**src/rtl/core/u8d_pkg.sv**
```systemverilog
// Shared types, constants and helpers of the UTF-8 stream validating decoder.
`default_nettype none

package u8d_pkg;

    // Width of the saturating code-point counter.
    localparam int COUNT_BITS = 16;
    localparam logic [COUNT_BITS-1:0] COUNT_MAX = {COUNT_BITS{1'b1}};

    localparam int BYTE_W   = 8;
    localparam int CP_W     = 21;
    localparam int TOTAL_W  = 16;

    localparam logic [CP_W-1:0] CP_MIN_2B    = 21'h000080;
    localparam logic [CP_W-1:0] CP_MIN_3B    = 21'h000800;
    localparam logic [CP_W-1:0] CP_SURR_LO   = 21'h00D800;
    localparam logic [CP_W-1:0] CP_SURR_HI   = 21'h00DFFF;
    localparam logic [CP_W-1:0] CP_MIN_4B    = 21'h010000;
    localparam logic [CP_W-1:0] CP_MAX       = 21'h10FFFF;

    typedef enum logic [1:0] {
        STATUS_OK        = 2'd0,
        STATUS_INVALID   = 2'd1,
        STATUS_TRUNCATED = 2'd2
    } status_t;

    typedef enum logic [2:0] {
        LEN_NONE = 3'd0,
        LEN_2    = 3'd2,
        LEN_3    = 3'd3,
        LEN_4    = 3'd4
    } seq_len_t;

    // Decoder state carried from one byte to the next.
    typedef struct packed {
        logic [1:0]            needed;
        seq_len_t              seq_len;
        logic [CP_W-1:0]       partial;
        logic                  bad_trail;
        logic                  stopped;
        status_t               err_kind;
        logic [COUNT_BITS-1:0] count;
    } dec_state_t;

    // One result item.
    typedef struct packed {
        logic [CP_W-1:0]    code_point;
        logic               point_ready;
        logic               final_mark;
        status_t            status;
        logic [TOTAL_W-1:0] total;
    } result_t;

    localparam dec_state_t STATE_RESET = '{
        needed:    2'd0,
        seq_len:   LEN_NONE,
        partial:   '0,
        bad_trail: 1'b0,
        stopped:   1'b0,
        err_kind:  STATUS_OK,
        count:     '0
    };

    // Range, overlong and surrogate check of a completed sequence.
    function automatic logic value_ok(input logic [CP_W-1:0] v, input seq_len_t len);
        logic ok;
        begin
            case (len)
                LEN_2:   ok = (v >= CP_MIN_2B);
                LEN_3:   ok = (v >= CP_MIN_3B) && !((v >= CP_SURR_LO) && (v <= CP_SURR_HI));
                LEN_4:   ok = (v >= CP_MIN_4B) && (v <= CP_MAX);
                default: ok = 1'b0;
            endcase
            return ok;
        end
    endfunction

endpackage

`default_nettype wire

```
**src/rtl/core/u8d_step_logic.sv**
```systemverilog
// Combinational decode of one byte: next decoder state and the result item.
`default_nettype none

module u8d_step_logic
    import u8d_pkg::*;
(
    input  wire logic [BYTE_W-1:0] data_byte,
    input  wire logic              end_of_string,
    input  wire dec_state_t        cur,
    output dec_state_t             nxt,
    output result_t                res,
    output logic                   emit
);

    logic            ready;
    logic [CP_W-1:0] cp;
    logic [CP_W-1:0] shifted;
    logic [1:0]      need_dec;
    dec_state_t      upd;
    status_t         status;

    assign shifted  = {cur.partial[CP_W-7:0], data_byte[5:0]};
    assign need_dec = cur.needed - 2'd1;

    always_comb
    begin
        upd   = cur;
        ready = 1'b0;
        cp    = '0;
        if (!cur.stopped)
        begin
            if (cur.needed == 2'd0)
            begin
                upd.bad_trail = 1'b0;
                if (data_byte[7] == 1'b0)
                begin
                    cp    = CP_W'(data_byte);
                    ready = 1'b1;
                end
                else if (data_byte[7:5] == 3'b110)
                begin
                    upd.seq_len = LEN_2;
                    upd.needed  = 2'd1;
                    upd.partial = CP_W'(data_byte[4:0]);
                end
                else if (data_byte[7:4] == 4'b1110)
                begin
                    upd.seq_len = LEN_3;
                    upd.needed  = 2'd2;
                    upd.partial = CP_W'(data_byte[3:0]);
                end
                else if (data_byte[7:3] == 5'b11110)
                begin
                    upd.seq_len = LEN_4;
                    upd.needed  = 2'd3;
                    upd.partial = CP_W'(data_byte[2:0]);
                end
                else
                begin
                    upd.stopped  = 1'b1;
                    upd.err_kind = STATUS_INVALID;
                    upd.needed   = 2'd0;
                end
            end
            else
            begin
                if (data_byte[7:6] != 2'b10)
                begin
                    upd.bad_trail = 1'b1;
                end
                upd.partial = shifted;
                upd.needed  = need_dec;
                if (need_dec == 2'd0)
                begin
                    if (upd.bad_trail || !value_ok(shifted, cur.seq_len))
                    begin
                        upd.stopped  = 1'b1;
                        upd.err_kind = STATUS_INVALID;
                    end
                    else
                    begin
                        cp    = shifted;
                        ready = 1'b1;
                    end
                end
            end
            if (ready && (cur.count != COUNT_MAX))
            begin
                upd.count = cur.count + 1'b1;
            end
        end
    end

    always_comb
    begin
        if (upd.stopped)
        begin
            status = upd.err_kind;
        end
        else if (end_of_string && (upd.needed != 2'd0))
        begin
            status = STATUS_TRUNCATED;
        end
        else
        begin
            status = STATUS_OK;
        end
    end

    assign emit            = ready || end_of_string;
    assign res.code_point  = cp;
    assign res.point_ready = ready;
    assign res.final_mark  = end_of_string;
    assign res.status      = status;
    assign res.total       = TOTAL_W'(upd.count);
    assign nxt             = end_of_string ? STATE_RESET : upd;

endmodule

`default_nettype wire

```
**src/rtl/core/u8d_result_reg.sv**
```systemverilog
// Output register of the decoder: holds one result item until the receiver takes it.
`default_nettype none

module u8d_result_reg
    import u8d_pkg::*;
(
    input  wire logic    clk,
    input  wire logic    rst_n,
    input  wire logic    load,
    input  wire result_t load_data,
    input  wire logic    out_ready,
    output logic         out_valid,
    output logic         free,
    output result_t      data
);

    logic    valid_reg;
    logic    valid_next;
    result_t data_reg;

    // Free when empty or when the held item leaves in this cycle.
    assign free = !valid_reg || out_ready;

    always_comb
    begin
        if (load)
        begin
            valid_next = 1'b1;
        end
        else if (out_ready)
        begin
            valid_next = 1'b0;
        end
        else
        begin
            valid_next = valid_reg;
        end
    end

    always_ff @(posedge clk or negedge rst_n)
    begin
        if (!rst_n)
        begin
            valid_reg <= 1'b0;
        end
        else
        begin
            valid_reg <= valid_next;
        end
    end

    always_ff @(posedge clk)
    begin
        if (load)
        begin
            data_reg <= load_data;
        end
    end

    assign out_valid = valid_reg;
    assign data      = data_reg;

endmodule

`default_nettype wire

```
**src/rtl/core/utf8_stream_validating_decoder_unit.sv**
```systemverilog
// Top level of the strict UTF-8 stream validating decoder.
//
// Input channel (in_valid / in_ready): one byte of a string per item, with
// end_of_string high on the last byte. Output channel (out_valid / out_ready):
// a result item for every byte that completes a valid code point and for every
// end-of-string byte; other bytes give no result.
// Path: a byte is captured in the input register and decoded combinationally
// into the output register, from which its result is offered. Throughput: one
// byte per cycle while the result register has room or the byte gives no
// result, set by the combinational decode between the input register and the
// result register; the state update is made in the same cycle as the decode,
// so consecutive bytes never wait on each other.
// Stalls: when the receiver holds out_ready low, the result register holds its
// item; the input register still accepts one more byte, and bytes that give no
// result keep flowing through. in_ready drops only when both stages are full
// and the held byte has a result item to give.
// After the first error later bytes are dropped until the end mark, which
// reports the stored error. The end-of-string byte returns the decoder state
// to its reset values. Reset (rst_n low, asynchronous): both stages empty.
`default_nettype none

module utf8_stream_validating_decoder_unit
    import u8d_pkg::*;
(
    input  wire logic                clk,
    input  wire logic                rst_n,
    input  wire logic                in_valid,
    output logic                     in_ready,
    input  wire logic [BYTE_W-1:0]   data_byte,
    input  wire logic                end_of_string,
    output logic                     out_valid,
    input  wire logic                out_ready,
    output logic [CP_W-1:0]          code_point,
    output logic                     point_ready,
    output logic                     final_mark,
    output logic [1:0]               string_status,
    output logic [TOTAL_W-1:0]       point_total
);

    // Input register
    logic              in_valid_reg;
    logic              in_valid_next;
    logic [BYTE_W-1:0] byte_reg;
    logic              end_reg;

    // Decoder state
    dec_state_t state_reg;
    dec_state_t state_next;
    dec_state_t step_nxt;

    result_t step_res;
    result_t out_data;
    logic    step_emit;
    logic    out_free;
    logic    advance;
    logic    in_fire;

    // Advance the held byte when it gives no result or the result register
    // can take its item.
    assign advance  = in_valid_reg && (out_free || !step_emit);
    assign in_ready = !in_valid_reg || advance;
    assign in_fire  = in_valid && in_ready;

    always_comb
    begin
        if (in_fire)
        begin
            in_valid_next = 1'b1;
        end
        else if (advance)
        begin
            in_valid_next = 1'b0;
        end
        else
        begin
            in_valid_next = in_valid_reg;
        end
    end

    always_ff @(posedge clk or negedge rst_n)
    begin
        if (!rst_n)
        begin
            in_valid_reg <= 1'b0;
            state_reg    <= STATE_RESET;
        end
        else
        begin
            in_valid_reg <= in_valid_next;
            state_reg    <= state_next;
        end
    end

    // Capture the byte; payload needs no reset.
    always_ff @(posedge clk)
    begin
        if (in_fire)
        begin
            byte_reg <= data_byte;
            end_reg  <= end_of_string;
        end
    end

    u8d_step_logic u_step (
        .data_byte     (byte_reg),
        .end_of_string (end_reg),
        .cur           (state_reg),
        .nxt           (step_nxt),
        .res           (step_res),
        .emit          (step_emit)
    );

    // Hold state unless a byte is consumed.
    assign state_next = advance ? step_nxt : state_reg;

    u8d_result_reg u_out (
        .clk       (clk),
        .rst_n     (rst_n),
        .load      (advance && step_emit),
        .load_data (step_res),
        .out_ready (out_ready),
        .out_valid (out_valid),
        .free      (out_free),
        .data      (out_data)
    );

    assign code_point    = out_data.code_point;
    assign point_ready   = out_data.point_ready;
    assign final_mark    = out_data.final_mark;
    assign string_status = out_data.status;
    assign point_total   = out_data.total;

    // A result item is either a decoded point or an end-of-string report.
    a_result_kind: assert property (@(posedge clk) disable iff (!rst_n)
        out_valid |-> (point_ready || final_mark))
        else $error("result item with neither point nor end mark");

    // A decoded point is a Unicode scalar value and never carries an error.
    a_point_legal: assert property (@(posedge clk) disable iff (!rst_n)
        (out_valid && point_ready) |->
            ((code_point <= CP_MAX)
             && !((code_point >= CP_SURR_LO) && (code_point <= CP_SURR_HI))
             && (string_status == STATUS_OK)))
        else $error("illegal code point or status on a decoded point");

    // A report without a point carries a zero code point.
    a_no_point_zero: assert property (@(posedge clk) disable iff (!rst_n)
        (out_valid && !point_ready) |-> (code_point == '0))
        else $error("code point set on a report without a point");

    // Once stopped on an error, no sequence stays open.
    a_stopped_idle: assert property (@(posedge clk) disable iff (!rst_n)
        state_reg.stopped |-> (state_reg.needed == 2'd0
                               && state_reg.err_kind == STATUS_INVALID))
        else $error("decoder stopped with an open sequence");

    // A byte is consumed only when its result, if any, has room.
    a_no_overwrite: assert property (@(posedge clk) disable iff (!rst_n)
        (out_valid && !out_ready) |=> $stable(out_data))
        else $error("held result item overwritten");

endmodule

`default_nettype wire

```
**config.mk**
```make
export PLATFORM = sky130hd
export DESIGN_NAME = utf8_stream_validating_decoder_unit
export DESIGN_NICKNAME = d
export VERILOG_FILES = /design/src/rtl/core/u8d_pkg.sv /design/src/rtl/core/u8d_step_logic.sv /design/src/rtl/core/u8d_result_reg.sv /design/src/rtl/core/utf8_stream_validating_decoder_unit.sv
export SDC_FILE = /design/constraint.sdc
export NUM_CORES = 1
export LEC_CHECK = 0
export BUFFER_PORTS_ARGS = -buffer_cell sky130_fd_sc_hd__clkbuf_2
export CAP_MARGIN = 20
export CORE_ASPECT_RATIO = 0.75
export CORE_UTILIZATION = 62
export DETAILED_ROUTE_END_ITERATION = 7
export PLACE_DENSITY = 0.85
export SETUP_SLACK_MARGIN = 0.15
export SYNTH_ARGS = -nofsm -noshare
export SYNTH_HDL_FRONTEND = slang
export SYNTH_SLANG_ARGS = --single-unit
```
**constraint.sdc**
```tcl
create_clock -name clk -period 10.4 [get_ports clk]
set_clock_uncertainty 0.15 [all_clocks]
set_input_delay 1.04 -clock clk [delete_from_list [all_inputs] [get_ports clk]]
set_output_delay 1.04 -clock clk [all_outputs]
set_load 0.02 [all_outputs]
```
After elaboration in Yosys (flattened, before gate mapping) --
Cells that the tools add are included.
Operators by class: reductions and logical operators 29, $lt $le $gt $ge 6, $add $sub $neg 2, mux-type cells 40, eq/ne operators 11
Operators by type and width (number):
- $mux 46 | 2
- $mux 26 | 3
- $mux 21 | 3
- $mux 25 | 1
- $mux 24 | 1
- $ge 21x12->1 const B | 1
- $ge 21x16->1 const B | 1
- $ge 21x17->1 const B | 1
- $ge 21x8->1 const B | 1
- $le 21x16->1 const B | 1
- $le 21x21->1 const B | 1
- $mux 3 | 7
- $add 16x1->16 const B | 1
- $mux 1 | 16
- $mux 16 | 1
- $ne 16x16->1 const B | 1
- $reduce_bool 2->1 | 5
- $logic_and 1x1->1 | 8
- $mux 2 | 4
- $mux 7 | 1
- $eq 3x2->1 const B | 2
- $eq 3x3->1 const B | 2
- $eq 5x5->1 const B | 1
- $logic_not 1->1 | 5
- other kinds (12) | 18
Word-level totals: output and inout bits 43, bits in registers 92, logic and storage cells 104, input bits 13

Depth between registers and ports, before layout --
Gate-level depths: netlist of the first run.
word-level depth 22, depth in mapped cells 9, depth with buffers taken out 8

Modules after synthesis --
Synthesis of the first run repeated with hierarchy kept, for this count alone.
Second synthesis, totals: cells, all modules 421, area total of the unflattened synthesis 4962.3 µm²
By module, submodules not included:
- utf8_stream_validating_decoder_unit | sequential area each 1446.4 µm², cells an instance 112, area each 2048.2 µm², times used 1
- u8d_step_logic | sequential area each 0.0 µm², cells an instance 265, area each 1635.3 µm², times used 1
- u8d_result_reg | sequential area each 1256.2 µm², cells an instance 44, area each 1278.7 µm², times used 1

Worst setup path after synthesis of the first run --
No wires, ideal clock.
path kind register to register, start point register state_reg[26] in the netlist's numbering, end point register u_out.data_reg (netlist bit u_out.data[0]), enable pin, stages on the path, launching flop included 9, setup time 439 ps, slack 6225 ps, data required time 9811 ps, clock period less this slack 4175 ps, path buffers 2, data arrival time 3586 ps, cell sequence dfrtp_1 -> nor4_1 -> o2111ai_1 -> a32oi_2 -> nor3_1 -> o31a_1 -> buf_6 -> clkbuf_1 -> nor2_1
Between the ends: word-level cells in the longest chain between the ends 20, elaborated cells between the ends (all ways) 26, classes of those cells 6 x order compare; 9 x mux; 11 x reduce/logical
Ends and longest elaborated chain:
- from (decl) | line utf8_stream_validating_decoder_unit.sv:47 | dec_state_t state_reg;
- from (signal assigned) | line utf8_stream_validating_decoder_unit.sv:90 | state_reg <= state_next;
- $ge 21x16->1 / $le 21x16->1 (equally long branches) | line u8d_pkg.sv:70 | LEN_3: ok = (v >= CP_MIN_3B) && !((v >= CP_SURR_LO) && (v <= CP_SURR_HI));
- $logic_and 1x1->1 | line u8d_pkg.sv:70
- $logic_not 1->1 | line u8d_pkg.sv:70
- $logic_and 1x1->1 | line u8d_pkg.sv:70
- $pmux 1 s3 (*) | line u8d_pkg.sv:68 | case (len)
- $mux 1 (*) | line u8d_step_logic.sv:73 | if (need_dec == 2'd0)
- $mux 1 (*) | line u8d_step_logic.sv:32 | if (cur.needed == 2'd0)
- $mux 1 (*) | line u8d_step_logic.sv:30 | if (!cur.stopped)
- (+4 left out)
- $mux 1 (*) | line u8d_step_logic.sv:32
- $mux 1 (*) (2 in a row) | line u8d_step_logic.sv:30
- $logic_or 1x1->1 (*) | line u8d_step_logic.sv:110 | assign emit = ready || end_of_string;
- $logic_not 1->1 | line utf8_stream_validating_decoder_unit.sv:60 | assign advance = in_valid_reg && (out_free || !step_emit);
- $logic_or 1x1->1 | line utf8_stream_validating_decoder_unit.sv:60
- $logic_and 1x1->1 | line utf8_stream_validating_decoder_unit.sv:60
- $logic_and 1x1->1 (*) | line utf8_stream_validating_decoder_unit.sv:119 | .load (advance && step_emit),
- named net u_out.load | line u8d_result_reg.sv:9 | input wire logic load,
- to (signal assigned) | line u8d_result_reg.sv:56 | data_reg <= load_data;
- to (decl) | line u8d_result_reg.sv:19 | result_t data_reg;
The timed path passes the listed nets; every way through them passes the cells marked *. The select of a mux whose other input is x is not followed. A chain may end at the register's enable or synchronous reset.

Worst setup path in the final report of the first run --
start point register state_reg[31] in the netlist's numbering, end point output in_ready
Between the ends: word-level cells in the longest chain between the ends 20, elaborated cells between the ends (all ways) 26, classes of those cells 6 x order compare; 9 x mux; 11 x reduce/logical
Ends and longest elaborated chain:
- $ge 21x16->1 / $le 21x16->1 (equally long branches) | line u8d_pkg.sv:70
- $logic_and 1x1->1 | line u8d_pkg.sv:70
- $logic_not 1->1 | line u8d_pkg.sv:70
- $logic_and 1x1->1 | line u8d_pkg.sv:70
- $pmux 1 s3 (*) | line u8d_pkg.sv:68
- $mux 1 (*) | line u8d_step_logic.sv:73
- $mux 1 (*) | line u8d_step_logic.sv:32
- $mux 1 (*) | line u8d_step_logic.sv:30
- (+3 left out)
- $mux 1 (*) | line u8d_step_logic.sv:73
- $mux 1 (*) | line u8d_step_logic.sv:32
- $mux 1 (*) (2 in a row) | line u8d_step_logic.sv:30
- $logic_or 1x1->1 (*) | line u8d_step_logic.sv:110
- $logic_not 1->1 (*) | line utf8_stream_validating_decoder_unit.sv:60
- $logic_or 1x1->1 (*) | line utf8_stream_validating_decoder_unit.sv:60
- $logic_and 1x1->1 (*) | line utf8_stream_validating_decoder_unit.sv:60
- $logic_or 1x1->1 (*) | line utf8_stream_validating_decoder_unit.sv:61 | assign in_ready = !in_valid_reg || advance;
- to (decl) | line utf8_stream_validating_decoder_unit.sv:28 | output logic in_ready,
Every way passes the cells marked *; elsewhere a longest branch is shown, timed or not. The select of a mux whose other input is x is not followed.

==> results.ini, run 1 <==
[sta]
worst_pin_slew_ns=0.9622
relSlewSlack=0.3561
rsz0062_at_grt=false
finalSetupTns_ns=0
final.min_clock_period_ns=4.465
period_share=0.4293
final-setup-viol-count=0
hold_viol=0
max_freq_ghz=0.2240
maxSlewViolCount=0

[job]
max_cap_violations=0

[logic_synthesis]
yosysTopAreaCell=edfxtp_1
async_flop_share=0.4565
yosys_warnings=0
synth_seq_area_share=0.5893
syn-instance-count=390
synthTopCellsByArea=edfxtp_1 (35%), dfrtp_1 (24%), nand2_1 (3.4%)
synth_ff_type=edfxtp_1
synth_common_cells=edfxtp_1 (50), dfrtp_1 (42), nand2_1 (39)
syn_avg_cell_area_sq_um=11.11
syn-cell-area_sq_mm=0.004332
yosysMostFrequentCell=edfxtp_1
synth_top_area_share=0.3466
synth_edf_count=50
ys_types=50
syn_nets=404
yosys_register_bits=92

[clock_tree]
cts_tree=built
cts_htree_levels=3
clk_pin_slew_ns=0.09
cts_num_sinks=92
cts_max_path_buffers=2
clock_latency_ns=0.36
ctsResizeCount=0
cts_hold_buffers=0
post_cts_buffers=0
cts_buffers=9
clockRootBuffer=clkbuf_8

[die]
io_pins=56
start_util=0.6658
die_w_microns=98.52
die_h_microns=74.39
core_area_sq_mm=0.006506
dieArea_sq_mm=0.007328
row_count=25

[global_routing]
antenna_found_initial=0
grt_max_degree=64
grt_pass1_wl_mm=15.15
overflow=0
grt_pass1_vias=2996
grt_use_total=0.2736

[critical_path]
startpoint_type=flop
required_ns=9.21
path_max_fanout=15
crit_type=flop to output pin
crit_path_end_kind=output pin
cp.arrival_ns=3.27

[finish]
largest_reg_flops=41
finalNonFillerCells=524
drive_gt1_frac=0.1964
diodes=0
fin_nets=452
fill_cells=451
area_delta_synth_final_pct=12.59

[routing]
final_antenna_net_count=0
vias=3396
drtPass1Iterations=8
drtIter0Drc=329
wl_per_cell_microns=17.56
wirelength_mm=9.204
drc_errors=5
viasPerCell=6.481

[run_status]
violations=DRC
status=finished with violations

[place]
dpl.cell_count=505
dp_hpwl_mm=6.132
port-buffer-count=55
place.gp.congestion=0.8728

[pwr]
vdd_drop_max_uv=126.5
power.density_mw_per_mm2=212.5
p_leak_nw=2.035

[worst_hold_path]
hp-class=flop to flop

## area by class of cell
cell class              instances  area (sq um)  share of cell area
well taps                      81         101.3             0.02078
clock buffers                  10         127.6             0.02617
inverters                       8         30.03            0.006157
flip-flops and latches         92          2552              0.5233
multi-input cells             266          1652              0.3386
repair buffers                 61         350.3             0.07183
clock inverters                 6         63.81             0.01308
## placed cells by master (no fill, tap or decap), types with 3 or more instances in the layout
cell type	n
a21oi_1	10
a22oi_1	10
a31oi_1	4
and2_1	8
and3_1	20
buf_4	3
clkbuf_2	55
clkbuf_8	9
dfrtp_1	42
edfxtp_1	50
inv_1	8
nand2_1	39
nand2b_1	4
nand3_1	8
nand4_1	10
nor2_1	21
nor2b_1	11
nor3_1	13
nor4_1	3
o21ai_0	26
o22a_1	3
o31ai_1	16
o41ai_1	8
or3_1	4
or4_1	5
xnor2_1	13
## worst max-delay path, cell delays in order (launching register included)
cell and delay, ns:
dfrtp_1 0.43, nor4_4 0.37, xnor2_1 0.21, a32o_1 0.49, a21boi_2 0.20, inv_1 0.35, nor2_1 0.16, or3b_2 0.52
clkbuf_2 0.17
## stage by stage
stage	hold WS [ns]	total power, mW	instance area, sq um	worst slack, ns	util
CTS	0.3691	1.027	4825	5.980	0.7415
global route	0.3973	1.085	4877	5.746	0.7496
floorplan	0.3039	0.7182	4332	6.225	-
detailed placement	0.3502	0.7970	4633	6.382	0.7121
finish	0.3652	1.037	4877	5.935	0.7496
global placement	0.3340	0.7846	4633	6.486	0.7121
## power breakdown
part / switching, mW / internal [mW] / leakage, nW / total, mW
sequential: 0.0648 / 0.468 / 1.06 / 0.533
combinational: 0.172 / 0.0963 / 0.880 / 0.268
clock: 0.124 / 0.111 / 0.0943 / 0.235
total: 0.361 / 0.676 / 2.03 / 1.04
## layer usage
| metal | track usage | share of wire |
|---|---|---|
| met4 | 0.09121 | 0.013 |
| met2 | 0.4108 | 0.44 |
| met1 | 0.4040 | 0.45 |
| met5 | 0 | 0 |
| met3 | 0.05827 | 0.092 |
## kinds of logic after synthesis
family / synth area share
flops: 0.5893
mux: 0.007510
fa+ha+maj: 0.002888
buf+inv: 0.03148
simple gates: 0.1883
compound gates: 0.1522
xor+xnor: 0.02831
## worst paths after layout
path	start	endpoint	slack, ns	depth (start not counted)
max in group asynchronous	rst_n	state_reg[44]	9.14	2
worst max register to register	state_reg[26]	byte_reg[5]	6.88	8
min in group asynchronous	rst_n	state_reg[29]	0.45	1
worst max-delay path	state_reg[31]	in_ready	5.94	8
worst min-delay path	state_reg[17]	state_reg[17]	0.37	1
worst min register to register	state_reg[17]	state_reg[17]	0.37	1
Power figures use the tool's default switching activity.
==> run 2: changes to the inputs <==
--- a/config.mk
+++ b/config.mk
@@ -8,9 +8,9 @@
 export BUFFER_PORTS_ARGS = -buffer_cell sky130_fd_sc_hd__clkbuf_2
 export CAP_MARGIN = 20
 export CORE_ASPECT_RATIO = 0.75
-export CORE_UTILIZATION = 62
+export CORE_UTILIZATION = 52
 export DETAILED_ROUTE_END_ITERATION = 7
-export PLACE_DENSITY = 0.85
+export PLACE_DENSITY = 0.76
 export SETUP_SLACK_MARGIN = 0.15
 export SYNTH_ARGS = -nofsm -noshare
 export SYNTH_HDL_FRONTEND = slang
==> constraint.sdc (replaced) <==
create_clock -name clk -period 4.1 [get_ports clk]
set_clock_uncertainty 0.15 [all_clocks]
set_input_delay 0.41 -clock clk [delete_from_list [all_inputs] [get_ports clk]]
set_output_delay 0.41 -clock clk [all_outputs]
set_load 0.02 [all_outputs]
==> results.ini, run 2 (same netlist as run 1, synthesis figures left out) <==
[run_status]
status=complete, no violations

[finish]
fill_cells=623  ; +38%
multi_input_area_sq_mm=0.001660  ; +0.53%
final_common_cell=clkbuf_2
fin_nets=456  ; +0.88%
register_area_sq_mm=0.002552  ; unchanged
drive_gt1_frac=0.2081  ; +0.01167
largest_reg_flops=41  ; unchanged
post-route-util=0.6228  ; -0.1268
final_cell_mix=clkbuf_2 (55), edfxtp_1 (50), dfrtp_1 (42)
diodes=0  ; unchanged
area_delta_synth_final_pct=14.85

[sta]
hold_viol=0  ; unchanged
relSlewSlack=0.4948  ; +0.1387
finalSetupTns_ns=0  ; unchanged
maxSlewViolCount=0  ; unchanged
rsz0062_at_grt=false
final-setup-viol-count=0  ; unchanged
period_share=0.8821
final.min_clock_period_ns=3.617
worst_pin_slew_ns=0.7520  ; -0.2103 ns
max_freq_ghz=0.2765

[job]
max_cap_violations=0  ; unchanged

[worst_hold_path]
hp-class=primary input to flop
holdPathStages=1  ; unchanged

[routing]
wl_per_cell_microns=17.49  ; -0.45%
final_antenna_net_count=0  ; unchanged
vias=3390  ; -0.18%
viasPerCell=6.141  ; -5.2%
drc_errors=0  ; -5
drtIter0Drc=296  ; -10%
wirelength_mm=9.652  ; +4.9%
drtPass1Iterations=6  ; -2

[critical_path]
startpoint_type=flop
ff2ff_path_depth=8  ; unchanged
crit_type=flop to output pin
path_max_fanout=15  ; unchanged
crit_path_end_kind=output pin
required_ns=3.54  ; -5.67 ns
cp.arrival_ns=3.06  ; -0.21 ns

[pwr]
total_power_mw=2.724  ; +160%
vdd_drop_max_uv=334.8  ; +160%
power.density_mw_per_mm2=547.6  ; +160%
p_leak_nw=2.070  ; +1.7%

[place]
dp_hpwl_mm=6.478  ; +5.6%
port-buffer-count=55  ; unchanged
place.gp.congestion=0.8642  ; -0.99%

[clock_tree]
cts_htree_levels=3  ; unchanged
cts_max_path_buffers=2  ; unchanged
clk_pin_slew_ns=0.10  ; about the same
cts_num_sinks=92  ; unchanged
clockRootBuffer=clkbuf_8
cts_tree=built
cts_buffers=9  ; unchanged
clock_latency_ns=0.37  ; about the same

[die]
io_pins=56  ; unchanged
core_area_sq_mm=0.007988  ; +23%
die_h_microns=81.04  ; +8.9%
die_w_microns=107.4  ; +9.0%
dieArea_sq_mm=0.008703  ; +19%
row_count=28  ; +12%
start_util=0.5423  ; -0.1235

[global_routing]
grt_pass1_vias=3057  ; +2.0%
grt_use_total=0.2405  ; -0.03314
overflow=0  ; unchanged
grt_max_degree=65  ; +1.6%
antenna_found_initial=0  ; unchanged
grt_pass1_wl_mm=15.55  ; +2.7%

==> run 2: cell count changes in the layout (fill, tap and decap cells not counted), sizes merged <==
cell / delta
clkinv: -1
bufinv: +1
dlygate4sd3: +1
buf: +3
clkbuf: -1
clkinvlp: +1
==> run 2: final cells by class <==
type                    instances  share of cell area
clock buffers                   9             0.02490
well taps                     105             0.02641
multi-input cells             266              0.3338
flip-flops and latches         92              0.5131
repair buffers                 65             0.07545
clock inverters                 7             0.01962
inverters                       8            0.006791
==> run 2: final timing paths <==
path | start | endpoint | slack [ns]
worst max-delay path | state_reg[26] | in_ready | 0.48
worst min-delay path | data_byte[5] | byte_reg[5] | 0.07
worst max register to register | state_reg[26] | byte_reg[5] | 0.75
worst min register to register | state_reg[19] | state_reg[19] | 0.38
max in group asynchronous | rst_n | state_reg[29] | 2.89
min in group asynchronous | rst_n | state_reg[11] | 0.39
==> run 2: what timing repair did <==
item                       4_1_cts  5_1_grt
hold endpoints to repair        15        0
hold buffers                     1        0
setup endpoints to repair        0        1
gates resized for setup          0        3
setup buffers                    0        3
==> run 2: metrics by stage <==
| stage | setup WS, ns | instance area, sq um | hold slack, ns | cells |
|---|---|---|---|---|
| after floorplan | 0.6015 | 4334 | -0.03559 | 390 |
| after global routing | 0.2678 | 4975 | 0.04032 | 552 |
| after detailed placement | 0.5988 | 4703 | 0.2451 | 531 |
| final | 0.4835 | 4975 | 0.07467 | 552 |
| after global placement | 0.7779 | 4683 | 0.3353 | 530 |
| after CTS | 0.2159 | 4935 | 0.05308 | 548 |
==> run 2: metal layers <==
| metal | up-vias | global-route usage | part of all wire |
|---|---|---|---|
| met5 | - | 0 | 0 |
| met4 | 0 | 0.06849 | 0.015 |
| met3 | 20 | 0.07624 | 0.098 |
| met2 | 183 | 0.3426 | 0.43 |
| met1 | 1615 | 0.3533 | 0.46 |
| li1 | 1572 | - | - |
==> run 2: critical path: stages, from the launching register on <==
cell	delay (ns)
dfrtp_1	0.44
nor4_1	0.44
o2111ai_1	0.24
a32o_2	0.37
a21boi_4	0.29
clkinvlp_4	0.24
nor2_1	0.29
or3b_2	0.20
clkbuf_2	0.16
==> run 2: power by group <==
| group | internal (mW) | switching [mW] |
|---|---|---|
| clock network | 0.346 | 0.324 |
| registers | 1.19 | 0.169 |
| logic | 0.256 | 0.441 |
==> run 3: changes to the inputs <==
--- a/config.mk
+++ b/config.mk
@@ -8,9 +8,9 @@
 export BUFFER_PORTS_ARGS = -buffer_cell sky130_fd_sc_hd__clkbuf_2
 export CAP_MARGIN = 20
 export CORE_ASPECT_RATIO = 0.75
-export CORE_UTILIZATION = 52
+export CORE_UTILIZATION = 58
 export DETAILED_ROUTE_END_ITERATION = 7
-export PLACE_DENSITY = 0.76
+export PLACE_DENSITY = 0.8
 export SETUP_SLACK_MARGIN = 0.15
 export SYNTH_ARGS = -nofsm -noshare
 export SYNTH_HDL_FRONTEND = slang
==> constraint.sdc (replaced) <==
create_clock -name clk -period 3.65 [get_ports clk]
set_clock_uncertainty 0.15 [all_clocks]
set_input_delay 0.365 -clock clk [delete_from_list [all_inputs] [get_ports clk]]
set_output_delay 0.365 -clock clk [all_outputs]
set_load 0.02 [all_outputs]
==> results.ini, run 3 (same netlist as run 1, synthesis figures left out) <==
[critical_path]
required_ns=3.13  ; -0.41 ns
crit_path_end_kind=output pin
ff2ff_path_depth=8  ; unchanged
r2r_slack_ns=0.42  ; -0.33 ns
r2r-end=state_reg[42]
startpoint_type=flop
path_max_fanout=9  ; -6
cp.arrival_ns=2.85  ; -0.21 ns
r2r-start=state_reg[31]
crit_type=flop to output pin

[sta]
finalSetupTns_ns=0  ; unchanged
period_share=0.9210
rsz0062_at_grt=false
final-setup-viol-count=0  ; unchanged
relSlewSlack=0.5040  ; +0.009150
worst_pin_slew_ns=0.7383  ; -0.01362 ns
max_freq_ghz=0.2975
maxSlewViolCount=0  ; unchanged
whs_ns=0.03230  ; -0.04237 ns
final.min_clock_period_ns=3.362
hold_viol=0  ; unchanged

[finish]
largest_reg_flops=41  ; unchanged
fill_cells=538  ; -14%
diodes=0  ; unchanged
area_delta_synth_final_pct=15.16
fin_nets=461  ; +1.1%
register_area_sq_mm=0.002552  ; unchanged
multi_input_area_sq_mm=0.001678  ; +1.1%
final_cell_mix=clkbuf_2 (55), edfxtp_1 (50), dfrtp_1 (42)
final_common_cell=clkbuf_2
drive_gt1_frac=0.2190  ; +0.01097

[routing]
wl_per_cell_microns=17.60  ; +0.64%
viasPerCell=6.342  ; +3.3%
drc_errors=0  ; unchanged
drtPass1Iterations=5  ; -1
final_antenna_net_count=0  ; unchanged
drtIter0Drc=336  ; +14%
wirelength_mm=9.679  ; +0.28%
vias=3488  ; +2.9%

[die]
core_area_sq_mm=0.007027  ; -12%
die_h_microns=76.84  ; -5.2%
die_w_microns=101.8  ; -5.2%
start_util=0.6165  ; +0.07416
io_pins=56  ; unchanged
row_count=26  ; -7.1%
dieArea_sq_mm=0.007822  ; -10%

[worst_hold_path]
hp-class=primary input to flop
worstHoldEndpoint=end_reg
min_from=end_of_string
holdPathStages=1  ; unchanged

[clock_tree]
cts_tree=built
cts_buffers=9  ; unchanged
clockRootBuffer=clkbuf_8
clk_pin_slew_ns=0.09  ; about the same
cts_max_path_buffers=2  ; unchanged
clock_latency_ns=0.36  ; about the same
cts_htree_levels=3  ; unchanged
cts_num_sinks=92  ; unchanged

[job]
max_cap_violations=0  ; unchanged

[pwr]
p_leak_nw=2.094  ; +1.2%
power.density_mw_per_mm2=604.1  ; +10%
vdd_drop_max_uv=325.6  ; -2.8%

[global_routing]
grt_use_total=0.2584  ; +0.01795
overflow=0  ; unchanged
antenna_found_initial=0  ; unchanged
grt_max_degree=52  ; -20%
grt_pass1_wl_mm=15.40  ; -0.98%
grt_pass1_vias=3062  ; +0.16%

[run_status]
status=complete, no violations

[place]
port-buffer-count=55  ; unchanged
dp_hpwl_mm=6.418  ; -0.93%
place.gp.congestion=0.9128  ; +5.6%

## run 3: what timing repair did
| action | 4_1_cts | 5_1_grt |
|---|---|---|
| buffers inserted | 0 | 2 |
| endpoints found under the setup margin | 1 | 10 |
| endpoints found under the hold margin | 15 | 0 |
| gates resized for setup | 1 | 3 |
| pin swaps | 0 | 1 |
| gates cloned | 0 | 1 |
| hold buffers | 1 | 0 |
## run 3: area by class of cell
type                       count  area share
clock inverter                 7     0.01480
clock buffer                   9     0.02483
tap                           98     0.02458
multi-input combinational    267      0.3363
inverter                       8    0.006020
sequential                    92      0.5117
timing repair buffer          69     0.08177
## run 3: per-stage QoR
| step | worst slack, ns | cells | instance area (sq um) | util | power, mW |
|---|---|---|---|---|---|
| detailed placement | 0.4067 | 530 | 4740 | 0.6745 | 2.312 |
| floorplan | 0.1515 | 390 | 4334 | - | 2.045 |
| global placement | 0.5634 | 529 | 4720 | 0.6717 | 2.273 |
| CTS | 0.2222 | 547 | 4949 | 0.7042 | 2.990 |
| finish | 0.2885 | 550 | 4989 | 0.7099 | 3.014 |
| global route | 0.1631 | 550 | 4989 | 0.7099 | 3.159 |
## run 3: worst max-delay path by stage
stage	startpoint	endpoint	cells past startpoint
after floorplan	state_reg[26]	u_out.data[0]	8
after global placement	state_reg[31]	byte_reg[4]	9
after detailed placement	state_reg[31]	byte_reg[3]	9
after CTS	state_reg[31]	in_ready	9
after global routing	state_reg[31]	in_ready	9
final	state_reg[31]	in_ready	9
## run 3: report_power, final
group / total [mW] / switching [mW] / internal [mW]
Sequential: 1.51 / 0.171 / 1.33
Clock: 0.691 / 0.371 / 0.320
Combinational: 0.817 / 0.520 / 0.297
Total: 3.01 / 1.06 / 1.95
## run 3: routing by layer
metal,track usage,vias up,share of wire
met2,0.3764,209,0.45
met5,0,-,0
met1,0.3898,1670,0.45
met4,0.08696,0,0.016
li1,-,1587,-
met3,0.04649,22,0.083
## run 3: critical path, stage by stage (launching register included)
cell      delay [ns]
dfrtp_1         0.42
nor4_4          0.39
xnor2_1         0.26
a32o_2          0.35
a21boi_4        0.12
inv_1           0.09
nor2_1          0.04
buf_4           0.16
or3b_2          0.49
clkbuf_2        0.17
